`config.mk`:
```
export PLATFORM = sky130hd
export DESIGN_NAME = multi_channel_servo_pwm_core
export DESIGN_NICKNAME = d
export VERILOG_FILES = /design/src/rtl/core/msp_pkg.sv /design/src/rtl/core/msp_duty_table.sv /design/src/rtl/core/msp_frame_seq.sv /design/src/rtl/core/multi_channel_servo_pwm_core.sv
export VERILOG_INCLUDE_DIRS = /design/src /design/src/rtl/core
export SDC_FILE = /design/constraint.sdc
export NUM_CORES = 1
export LEC_CHECK = 0
export BUFFER_PORTS_ARGS = -buffer_cell sky130_fd_sc_hd__buf_2
export CAP_MARGIN = 20
export CORE_MARGIN = 1.5
export CORE_UTILIZATION = 60
export CTS_CLUSTER_SIZE = 12
export DETAILED_ROUTE_END_ITERATION = 8
export PLACE_DENSITY = 0.88
export SLEW_MARGIN = 20
export SYNTH_ARGS = -nofsm -noshare
export SYNTH_HDL_FRONTEND = slang
export SYNTH_HIERARCHICAL = 1
export SYNTH_SLANG_ARGS = --single-unit
export TNS_END_PERCENT = 30
```
`constraint.sdc`:
```
create_clock -name clk -period 4.4 [get_ports clk]
set_input_delay 0.66 -clock clk [delete_from_list [all_inputs] [get_ports clk]]
set_output_delay 0.66 -clock clk [all_outputs]
set_load 0.1 [all_outputs]
```
`src/rtl/core/multi_channel_servo_pwm_core_defines.svh`:
```
// ----------------------------------------------------------------------------
// servo pwm assertion macros
// shared concurrent assertion forms, clocked on clk, quiet in reset
// ----------------------------------------------------------------------------
`ifndef MULTI_CHANNEL_SERVO_PWM_CORE_DEFINES_SVH
`define MULTI_CHANNEL_SERVO_PWM_CORE_DEFINES_SVH

// same-cycle implication
`define MSP_ASSERT_NOW(lbl, ante, cons) \
    lbl: assert property (@(posedge clk) disable iff (!rst_n) (ante) |-> (cons)) \
        else $error("servo pwm check failed");

// next-cycle implication
`define MSP_ASSERT_NEXT(lbl, ante, cons) \
    lbl: assert property (@(posedge clk) disable iff (!rst_n) (ante) |=> (cons)) \
        else $error("servo pwm check failed");

`endif

```
`src/rtl/core/msp_pkg.sv`:
```
// ----------------------------------------------------------------------------
// msp_pkg
// shared types and constants of the multi-channel servo pwm core
// ----------------------------------------------------------------------------
package msp_pkg;

    localparam int CHANNELS  = 18;
    localparam int DUTY_BITS = 8;
    localparam int CH_W      = 5;
    localparam int TICK_W    = 16;
    localparam int CFG_IDX_W = 1;

    localparam logic [DUTY_BITS-1:0] DUTY_RESET      = DUTY_BITS'(128);
    localparam logic [TICK_W-1:0]    LEAD_TICKS_RESET = 16'd254;
    localparam logic [TICK_W-1:0]    TAIL_TICKS_RESET = 16'd9457;

    // last modulation step, one more ends the modulating phase
    localparam logic [TICK_W:0] STEP_LAST = (TICK_W+1)'((1 << DUTY_BITS) - 1);

    localparam logic KIND_TICK  = 1'b0;
    localparam logic KIND_WRITE = 1'b1;

    localparam logic [CFG_IDX_W-1:0] CFG_LEAD_TICKS = 1'b0;
    localparam logic [CFG_IDX_W-1:0] CFG_TAIL_TICKS = 1'b1;

    typedef enum logic [1:0] {
        PH_LEAD = 2'd0,
        PH_MOD  = 2'd1,
        PH_TAIL = 2'd2
    } phase_t;

    typedef struct packed {
        logic                 kind;
        logic [CH_W-1:0]      channel;
        logic [DUTY_BITS-1:0] duty_value;
    } msp_in_t;

    typedef struct packed {
        logic [CHANNELS-1:0] servo_lines;
        logic [1:0]          frame_phase;
    } msp_out_t;

    typedef struct packed {
        logic [TICK_W-1:0] lead_ticks;
        logic [TICK_W-1:0] tail_ticks;
    } msp_timing_t;

    typedef struct packed {
        logic [CHANNELS-1:0] lines;
        phase_t              phase;
    } msp_frame_t;

endpackage

```
`src/rtl/core/msp_duty_table.sv`:
```
// ----------------------------------------------------------------------------
// msp_duty_table
// per-channel duty registers with a parallel step compare
// ----------------------------------------------------------------------------
module msp_duty_table
    import msp_pkg::*;
(
    input  logic                 clk,
    input  logic                 rst_n,
    input  logic                 wr_en,
    input  logic [CH_W-1:0]      wr_channel,
    input  logic [DUTY_BITS-1:0] wr_duty,
    input  logic [DUTY_BITS-1:0] step,
    output logic [CHANNELS-1:0]  match
);

    logic [DUTY_BITS-1:0] duty_reg [CHANNELS];

    always_ff @(posedge clk or negedge rst_n)
    begin
        if (!rst_n)
        begin
            for (int i = 0; i < CHANNELS; i++)
            begin
                duty_reg[i] <= DUTY_RESET;
            end
        end
        else if (wr_en && (int'(wr_channel) < CHANNELS))
        begin
            duty_reg[wr_channel] <= wr_duty;
        end
    end

    // duty zero never equals a live step, so no special case here
    always_comb
    begin
        for (int i = 0; i < CHANNELS; i++)
        begin
            match[i] = (duty_reg[i] == step);
        end
    end

endmodule

```
`src/rtl/core/msp_frame_seq.sv`:
```
// ----------------------------------------------------------------------------
// msp_frame_seq
// lead / modulate / tail sequencer holding phase, step count and line levels
// ----------------------------------------------------------------------------
module msp_frame_seq
    import msp_pkg::*;
(
    input  logic                 clk,
    input  logic                 rst_n,
    input  logic                 tick,
    input  msp_timing_t          timing,
    input  logic [CHANNELS-1:0]  match,
    output logic [DUTY_BITS-1:0] step,
    output msp_frame_t           cur,
    output msp_frame_t           nxt
);

    phase_t              phase_reg,  phase_next;
    logic [TICK_W-1:0]   count_reg,  count_next;
    logic [CHANNELS-1:0] lines_reg,  lines_next;
    logic [TICK_W:0]     count_inc;

    assign count_inc = {1'b0, count_reg} + (TICK_W+1)'(1);
    assign step      = count_inc[DUTY_BITS-1:0];

    always_comb
    begin
        phase_next = phase_reg;
        count_next = count_reg;
        lines_next = lines_reg;
        if (tick)
        begin
            unique case (phase_reg)
                PH_LEAD:
                begin
                    // a length of zero behaves as one
                    if (count_inc >= {1'b0, timing.lead_ticks})
                    begin
                        phase_next = PH_MOD;
                        count_next = '0;
                    end
                    else
                    begin
                        count_next = count_inc[TICK_W-1:0];
                    end
                end
                PH_MOD:
                begin
                    if (count_inc > STEP_LAST)
                    begin
                        lines_next = '0;
                        phase_next = PH_TAIL;
                        count_next = '0;
                    end
                    else
                    begin
                        count_next = count_inc[TICK_W-1:0];
                        lines_next = lines_reg & ~match;
                    end
                end
                default:
                begin
                    if (count_inc >= {1'b0, timing.tail_ticks})
                    begin
                        lines_next = '1;
                        phase_next = PH_LEAD;
                        count_next = '0;
                    end
                    else
                    begin
                        count_next = count_inc[TICK_W-1:0];
                    end
                end
            endcase
        end
    end

    always_ff @(posedge clk or negedge rst_n)
    begin
        if (!rst_n)
        begin
            phase_reg <= PH_TAIL;
            count_reg <= '0;
            lines_reg <= '0;
        end
        else
        begin
            phase_reg <= phase_next;
            count_reg <= count_next;
            lines_reg <= lines_next;
        end
    end

    assign cur.lines = lines_reg;
    assign cur.phase = phase_reg;
    assign nxt.lines = lines_next;
    assign nxt.phase = phase_next;

endmodule

```
`src/rtl/core/multi_channel_servo_pwm_core.sv`:
```
// an accepted word's result word is registered and appears on rsp in the next cycle
// throughput: one word per clock while rsp_ready is high, set by the single register stage on rsp
// every word (tick or duty write) yields exactly one result word
// reset: frame starts in the tail phase with all lines low, duties at 128,
// lead length 254 ticks and tail length 9457 ticks
// ----------------------------------------------------------------------------
// multi_channel_servo_pwm_core
// eighteen-channel servo pulse generator advanced by tick words
// ----------------------------------------------------------------------------
`include "multi_channel_servo_pwm_core_defines.svh"

module multi_channel_servo_pwm_core
    import msp_pkg::*;
(
    input  logic                 clk,
    input  logic                 rst_n,
    // request words: ticks and duty writes
    input  logic                 req_valid,
    output logic                 req_ready,
    input  msp_in_t              req_word,
    // result words: line levels and phase after each request
    output logic                 rsp_valid,
    input  logic                 rsp_ready,
    output msp_out_t             rsp_word,
    // configuration writes
    input  logic                 cfg_we,
    input  logic [CFG_IDX_W-1:0] cfg_index,
    input  logic [TICK_W-1:0]    cfg_data
);

    logic                 fire;
    logic                 is_tick;
    logic                 is_write;
    logic [TICK_W-1:0]    lead_ticks_reg;
    logic [TICK_W-1:0]    tail_ticks_reg;
    msp_timing_t          timing;
    logic [DUTY_BITS-1:0] step;
    logic [CHANNELS-1:0]  match;
    msp_frame_t           frame_cur;
    msp_frame_t           frame_nxt;
    logic                 rsp_valid_reg;
    msp_out_t             rsp_word_reg;

    // the result register frees up whenever its word is taken, so a new
    // request goes in on the same edge that the old result leaves
    assign req_ready = !rsp_valid_reg || rsp_ready;
    assign fire      = req_valid && req_ready;
    assign is_tick   = fire && (req_word.kind == KIND_TICK);
    assign is_write  = fire && (req_word.kind == KIND_WRITE);

    // configuration registers, written only while idle per user; unchecked
    always_ff @(posedge clk or negedge rst_n)
    begin
        if (!rst_n)
        begin
            lead_ticks_reg <= LEAD_TICKS_RESET;
            tail_ticks_reg <= TAIL_TICKS_RESET;
        end
        else if (cfg_we)
        begin
            unique case (cfg_index)
                CFG_LEAD_TICKS: lead_ticks_reg <= cfg_data;
                CFG_TAIL_TICKS: tail_ticks_reg <= cfg_data;
                default:        ;
            endcase
        end
    end

    assign timing.lead_ticks = lead_ticks_reg;
    assign timing.tail_ticks = tail_ticks_reg;

    // duty table; writes to channels past the last one are dropped inside
    msp_duty_table u_duty_table (
        .clk        (clk),
        .rst_n      (rst_n),
        .wr_en      (is_write),
        .wr_channel (req_word.channel),
        .wr_duty    (req_word.duty_value),
        .step       (step),
        .match      (match)
    );

    // frame sequencer; a write word leaves phase, count and lines alone
    msp_frame_seq u_frame_seq (
        .clk    (clk),
        .rst_n  (rst_n),
        .tick   (is_tick),
        .timing (timing),
        .match  (match),
        .step   (step),
        .cur    (frame_cur),
        .nxt    (frame_nxt)
    );

    // result register: captures the state as it stands after the word
    always_ff @(posedge clk or negedge rst_n)
    begin
        if (!rst_n)
        begin
            rsp_valid_reg <= 1'b0;
        end
        else if (req_ready)
        begin
            rsp_valid_reg <= fire;
        end
    end

    always_ff @(posedge clk)
    begin
        if (fire)
        begin
            rsp_word_reg.servo_lines <= frame_nxt.lines;
            rsp_word_reg.frame_phase <= 2'(frame_nxt.phase);
        end
    end

    assign rsp_valid = rsp_valid_reg;
    assign rsp_word  = rsp_word_reg;

    // tail holds every line low, lead holds every line high
    `MSP_ASSERT_NOW(a_tail_low, frame_cur.phase == PH_TAIL, frame_cur.lines == '0)
    `MSP_ASSERT_NOW(a_lead_high, frame_cur.phase == PH_LEAD, frame_cur.lines == '1)
    // a duty write never moves the frame
    `MSP_ASSERT_NEXT(a_write_keeps_frame, is_write, $stable(frame_cur))
    // every accepted word shows up as a result next cycle
    `MSP_ASSERT_NEXT(a_fire_gives_result, fire, rsp_valid_reg)

endmodule
```
# After elaboration in Yosys (flattened, before gate mapping)
# Cells that the tools add are included.
[op_classes]
eq_ne = 19
bitwise = 5
reduce_logical = 10
order_cmp = 6
add_sub_neg = 1
n_mux = 16
[op_table]
columns = ["operator", "count"]
rows = [
  ["$bwmux W144", 1],
  ["$eq A8 B8 Y1", 18],
  ["$mux W18", 3],
  ["$mux W16", 3],
  ["$demux W8 S5", 1],
  ["$pmux W18 S2", 1],
  ["$ge A17 B16 Y1", 2],
  ["$pmux W16 S2", 1],
  ["$and A18 B18 Y18", 1],
  ["$not A18 Y18", 1],
  ["$add A16 B1 Y17 const B", 1],
  ["$gt A17 B8 Y1 const B", 1],
  ["$mux W2", 4],
  ["$mux W8", 1],
  ["$ge A6 B6 Y1 const B", 1],
  ["$lt A6 B1 Y1 const B", 1],
  ["$not A5 Y6", 1],
  ["$logic_and A1 B1 Y1", 5],
  ["$lt A5 B5 Y1 const B", 1],
  ["$pmux W2 S2", 1],
  ["$reduce_and A2 Y1", 2],
  ["$eq A2 B1 Y1 const B", 1],
  ["$logic_not A2 Y1", 1],
  ["$not A1 Y1", 2],
  ["2 further kinds", 2],
]
[word_totals]
reg_bits = 233
out_inout_bits = 22
wordCells = 83

# Logic depth before layout (Yosys ltp)
[depth]
ltp_word = 7
mapped_depth = 17
ltp_nobuf = 14

# Cells and area by module
# Netlist, hierarchy kept.
[modules_own_cells]
columns = ["module", "area_per_inst_um2", "cells_per_inst", "n_inst", "seq_area_each_um2"]
rows = [
  ["msp_duty_table", 7181.9, 544, 1, 3626.0],
  ["msp_frame_seq", 3001.6, 346, 1, 902.1],
  ["multi_channel_servo_pwm_core", 1924.3, 96, 1, 1443.9],
]

# Worst setup path before layout
# No wires, ideal clock.
[synth_path]
kind = "register to register"
from = "register rsp_valid_reg (netlist: rsp_valid)"
to = "register rsp_word_reg, in the netlist rsp_word[11], data pin"
path_buffers = 2
t_arrival_ps = 3499
slack_ps = 644
setup_ps = 257
stages_incl_launch_ff = 9
synth_period_minus_slack_ps = 3756
path_cell_list = "dfrtp_1 > nand2b_1 > nor3b_1 > clkbuf_1 > clkinv_1 > nor3_1 > clkbuf_1 > o21ai_0 > a21bo_2"
[synth_lines]
columns = ["item", "line_no", "text"]
rows = [
  ["from (decl)", "multi_channel_servo_pwm_core.sv:41", "logic rsp_valid_reg;"],
  ["from (signal assigned)", "multi_channel_servo_pwm_core.sv:104", "rsp_valid_reg <= fire;"],
  ["to (decl)", "multi_channel_servo_pwm_core.sv:42", "msp_out_t rsp_word_reg;"],
]

# Final worst setup path
[layout_path]
from = "register u_frame_seq.count_reg[2]"
to = "register u_frame_seq.count_reg[6]"
[layout_via]
elab_chain_len = 4
[layout_rtl]
columns = ["item", "line_no", "text"]
rows = [
  ["from (decl)", "msp_frame_seq.sv:19", "logic [TICK_W-1:0] count_reg, count_next;"],
  ["from (signal assigned)", "msp_frame_seq.sv:89", "count_reg <= count_next;"],
  ["$add A16 B1 Y17 *", "msp_frame_seq.sv:23", "assign count_inc = {1'b0, count_reg} + (TICK_W+1)'(1);"],
  ["$ge A17 B16 Y1 (tied with other cells)", "msp_frame_seq.sv:63", "if (count_inc >= {1'b0, timing.tail_ticks})"],
  ["$mux W16 (on tied branches)", "msp_frame_seq.sv:63, msp_frame_seq.sv:37, msp_frame_seq.sv:49", ""],
  ["$pmux W16 S2 *", "msp_frame_seq.sv:33", "unique case (phase_reg)"],
]
# Every way passes the cells marked *; elsewhere a longest branch is shown, timed or not.
# A chain may end at the register's enable or synchronous reset.

==> summary.txt <==
Status
  – Status: completed

STA
  – Endpoints failing setup: 0
  – Setup TNS after final layout: 0 ns
  – Unrepaired setup endpoints after global routing: false
  – Fmax: 249 MHz
  – Final cycle utilization of the critical path: 0.912
  – Slew Limit Headroom: 0.297
  – Final Max Tran Viols: 0
  – Clock period minus worst slack: between 4 and 5 ns
  – Number of hold violations in the final report: 0
  – Layout Skew: 0.0188 ns
  – Transition time of the tightest slew-check pin: ~1.1 ns

Worst setup path
  – FF-to-FF setup slack: 0.39 ns
  – Chain of cells forming the critical path: nand4_4 > or2_2 > o31a_1 > or2_1 > ha_1 > and3_1 > nand4_1 > or4b_4 > a41oi_4 > or2_1 > o2bb2ai_1
  – Kind of end point of the critical path: flip-flop
  – Reg-to-reg startpoint: u_frame_seq/count_reg[2]$_DFFE_PN0P_
  – Highest cell delay on the worst timing path: roughly 0.56 ns
  – Startpoint class of the critical path: flip-flop
  – Endpoint of the most critical register-to-register path: u_frame_seq/count_reg[6]$_DFFE_PN0P_
  – Critical path peak fanout: 16
  – Required arrival time at the worst endpoint: roughly 4.8 ns
  – Category of the critical setup timing path: flip-flop to flip-flop
  – Worst setup path startpoint: u_frame_seq/count_reg[2]$_DFFE_PN0P_
  – Largest delay contributor family on the critical path: simple AND/OR/NAND/NOR gates
  – Standard cell with the maximum stage delay on the critical path: dfrtp_1
  – Cell seen most often among critical-path stages: or2_1
  – Worst R2R Path Depth: 11
  – Number of buffer and inverter stages on the critical path: 0
  – Signal arrival time at the worst endpoint: between 4 and 5 ns

CTS
  – Number of buffers created by CTS: 25
  – Worst-Skew Late Latency: about 0.54 ns
  – Cts hold-fix bufs: 0
  – Clock sink total: between 200 and 250
  – CTS HTree Levels: 1
  – Clk Tree Root Cell: clkbuf_16
  – Clock-pin slew reported for the worst setup and hold paths after clock tree synthesis: 0.06 ns
  – Clock tree from TritonCTS: yes
  – Maximum buffer depth of the clock tree: 3

Global routing
  – Largest net degree at the start of global routing: 96
  – Antenna violations before repair: 1
  – Global-route wire length before repair: 43400 um
  – Congestion Overflow GR: 0
  – Aggregate global-route resource usage: 0.256
  – Number of global-route vias before repair: approximately 8400

Floorplanning
  – Placement row count: 51
  – Core ar.: 19700 um2
  – Initial Util: 0.616
  – Number of primary I/O pins: 58
  – Die span in x: 145 um
  – Area enclosed by the die boundary: around 21000 um2
  – Chip Height: roughly 150 um

Route
  – Detailed-route wire length per cell: 20.3 um
  – Per-cell via count in the routed design: 5.99
  – Post-detailed-route DRC marker count: 0
  – First-iteration detailed-routing DRC count: between 500 and 600
  – Remaining antenna violation count after routing: 0
  – Via count of the routed design: 7902
  – Final wirelength: ~27000 um
  – Detailed Routing Iterations Pass 1: 5

Yosys
  – Number of flops mapped to enable cells by yosys: 20
  – Average cell area after synthesis: 12.3 um2
  – Yosys synthesis warning count: 6
  – Async set-or-reset flop fraction in the synthesized netlist: 0.914
  – Cells after Synth: roughly 990
  – Top flip-flop cell by instance count after synthesis: dfrtp_1
  – Post-synth design cell area: approximately 12000 um2
  – Flop and latch count out of synthesis: between 200 and 250
  – Sequential fraction of the synthesis area: 0.493
  – Distinct cell type count after synthesis: between 70 and 80
  – Synth Net Count: about 1100

Final layout
  – Max reg flops: 144
  – Commonest cells after routing, fill and taps aside: 180 x dfrtp_1, 166 x mux2_2, 151 x xnor2_1
  – Area growth from synthesis to layout: 10.9%
  – Layout Cells excl Fill: approximately 1300
  – Fraction of final layout cells sized beyond drive strength 1: 0.345
  – Count of nets after finishing: about 1100
  – Most common cell after layout, fill and taps aside: dfrtp_1

Placement
  – HPWL after detailed placement: about 17000 um
  – Port-buffer cells: 57
  – Routability cong.: 0.904
  – Instance count after placement with tap cells included: roughly 1300

Pwr
  – Leakage Power: 0.00591 uW
  – Max IR drop VDD: between 0.0002 and 0.0003 V
  – Tot Pwr: between 6000 and 7000 uW
  – Pwr per Cell Area: slightly above 500 nW/um2

Run
  – Maximum capacitance violations: 0

Min path
  – Tightest Hold Check Type: input pin to asynchronous set/reset pin
-- routing by layer --
layer,global-route usage,up-vias,wire [um]
met5,0,-,0
met4,0.0837,0,547
met3,0.0343,50,1350
met2,0.449,219,13600
met1,0.328,4055,11300
li1,-,3578,-
-- stage by stage --
| step | util | cell area, um2 | setup slack (ns) | hold WS [ns] |
|---|---|---|---|---|
| detailed placement | 0.644 | 12700 | 0.436 | 0.470 |
| global placement | 0.644 | 12700 | 0.569 | 0.459 |
| CTS | 0.683 | 13400 | 0.367 | 0.233 |
| global route | 0.683 | 13400 | 0.156 | 0.270 |
| finish | 0.683 | 13400 | 0.389 | 0.211 |
| floorplan | - | 12100 | 0.644 | 0.364 |
-- final cells by class --
cell class / count / area, um2
Antenna cell: 1 / 2.50
Clock buffer: 38 / 724
Clock inverter: 6 / 47.5
Fill cell: 1349 / 6220
Inverter: 47 / 176
Multi-Input combinational cell: 659 / 5770
Sequential cell: 233 / 5970
Tap cell: 265 / 332
Timing Repair Buffer: 71 / 412
-- power breakdown --
group	leakage [uW]	switching [uW]	internal, uW	total [uW]
sequential	0.00289	219	2560	2780
clock	0.000379	828	1140	1960
combinational	0.00264	1240	836	2080
total	0.00591	2290	4530	6820
-- synthesized netlist by cell type (all sizes together) (10+ instances only) --
cell type,instances,area (um2)
dfrtp,180,4500
mux2,177,2030
xnor2,154,1350
nand4,48,322
inv,46,173
nand2,35,134
dfstp,33,867
nor2,31,121
ha,30,375
o21ai,30,150
buf,29,169
edfxtp,20,601
clkbuf,18,68.8
a21bo,17,170
a21oi,15,75.1
nand3,15,80.1
nor3,10,50.1
-- worst max path at each step --
stage	to	slack [ns]	cells past startpoint
after CTS	u_frame_seq/count_reg[6]$_DFFE_PN0P_	0.37	13
after detailed placement	rsp_word[19]$_DFFE_PP_	0.44	13
after global routing	u_frame_seq/count_reg[6]$_DFFE_PN0P_	0.16	13
after global placement	rsp_word[16]$_DFFE_PP_	0.57	13
after floorplan	rsp_word[11]$_DFFE_PP_	0.64	8
final	u_frame_seq/count_reg[6]$_DFFE_PN0P_	0.39	11
-- cell families after synthesis --
group,after synthesis,synth area share
AO/OA/AOI/OAI,109,0.0671
XOR/XNOR,158,0.114
adder cells (fa/ha/maj),30,0.0310
buffers and inverters,94,0.0342
flip-flops,233,0.493
multiplexers,178,0.169
AND/OR/NAND/NOR,184,0.0917
-- repair_timing --
| item | CTS | global route |
|---|---|---|
| endpoints found under the setup margin | 0 | 1 |
| gates resized for setup | 0 | 1 |
| setup buffers | 0 | 0 |
(Power assumes the default switching activity.)
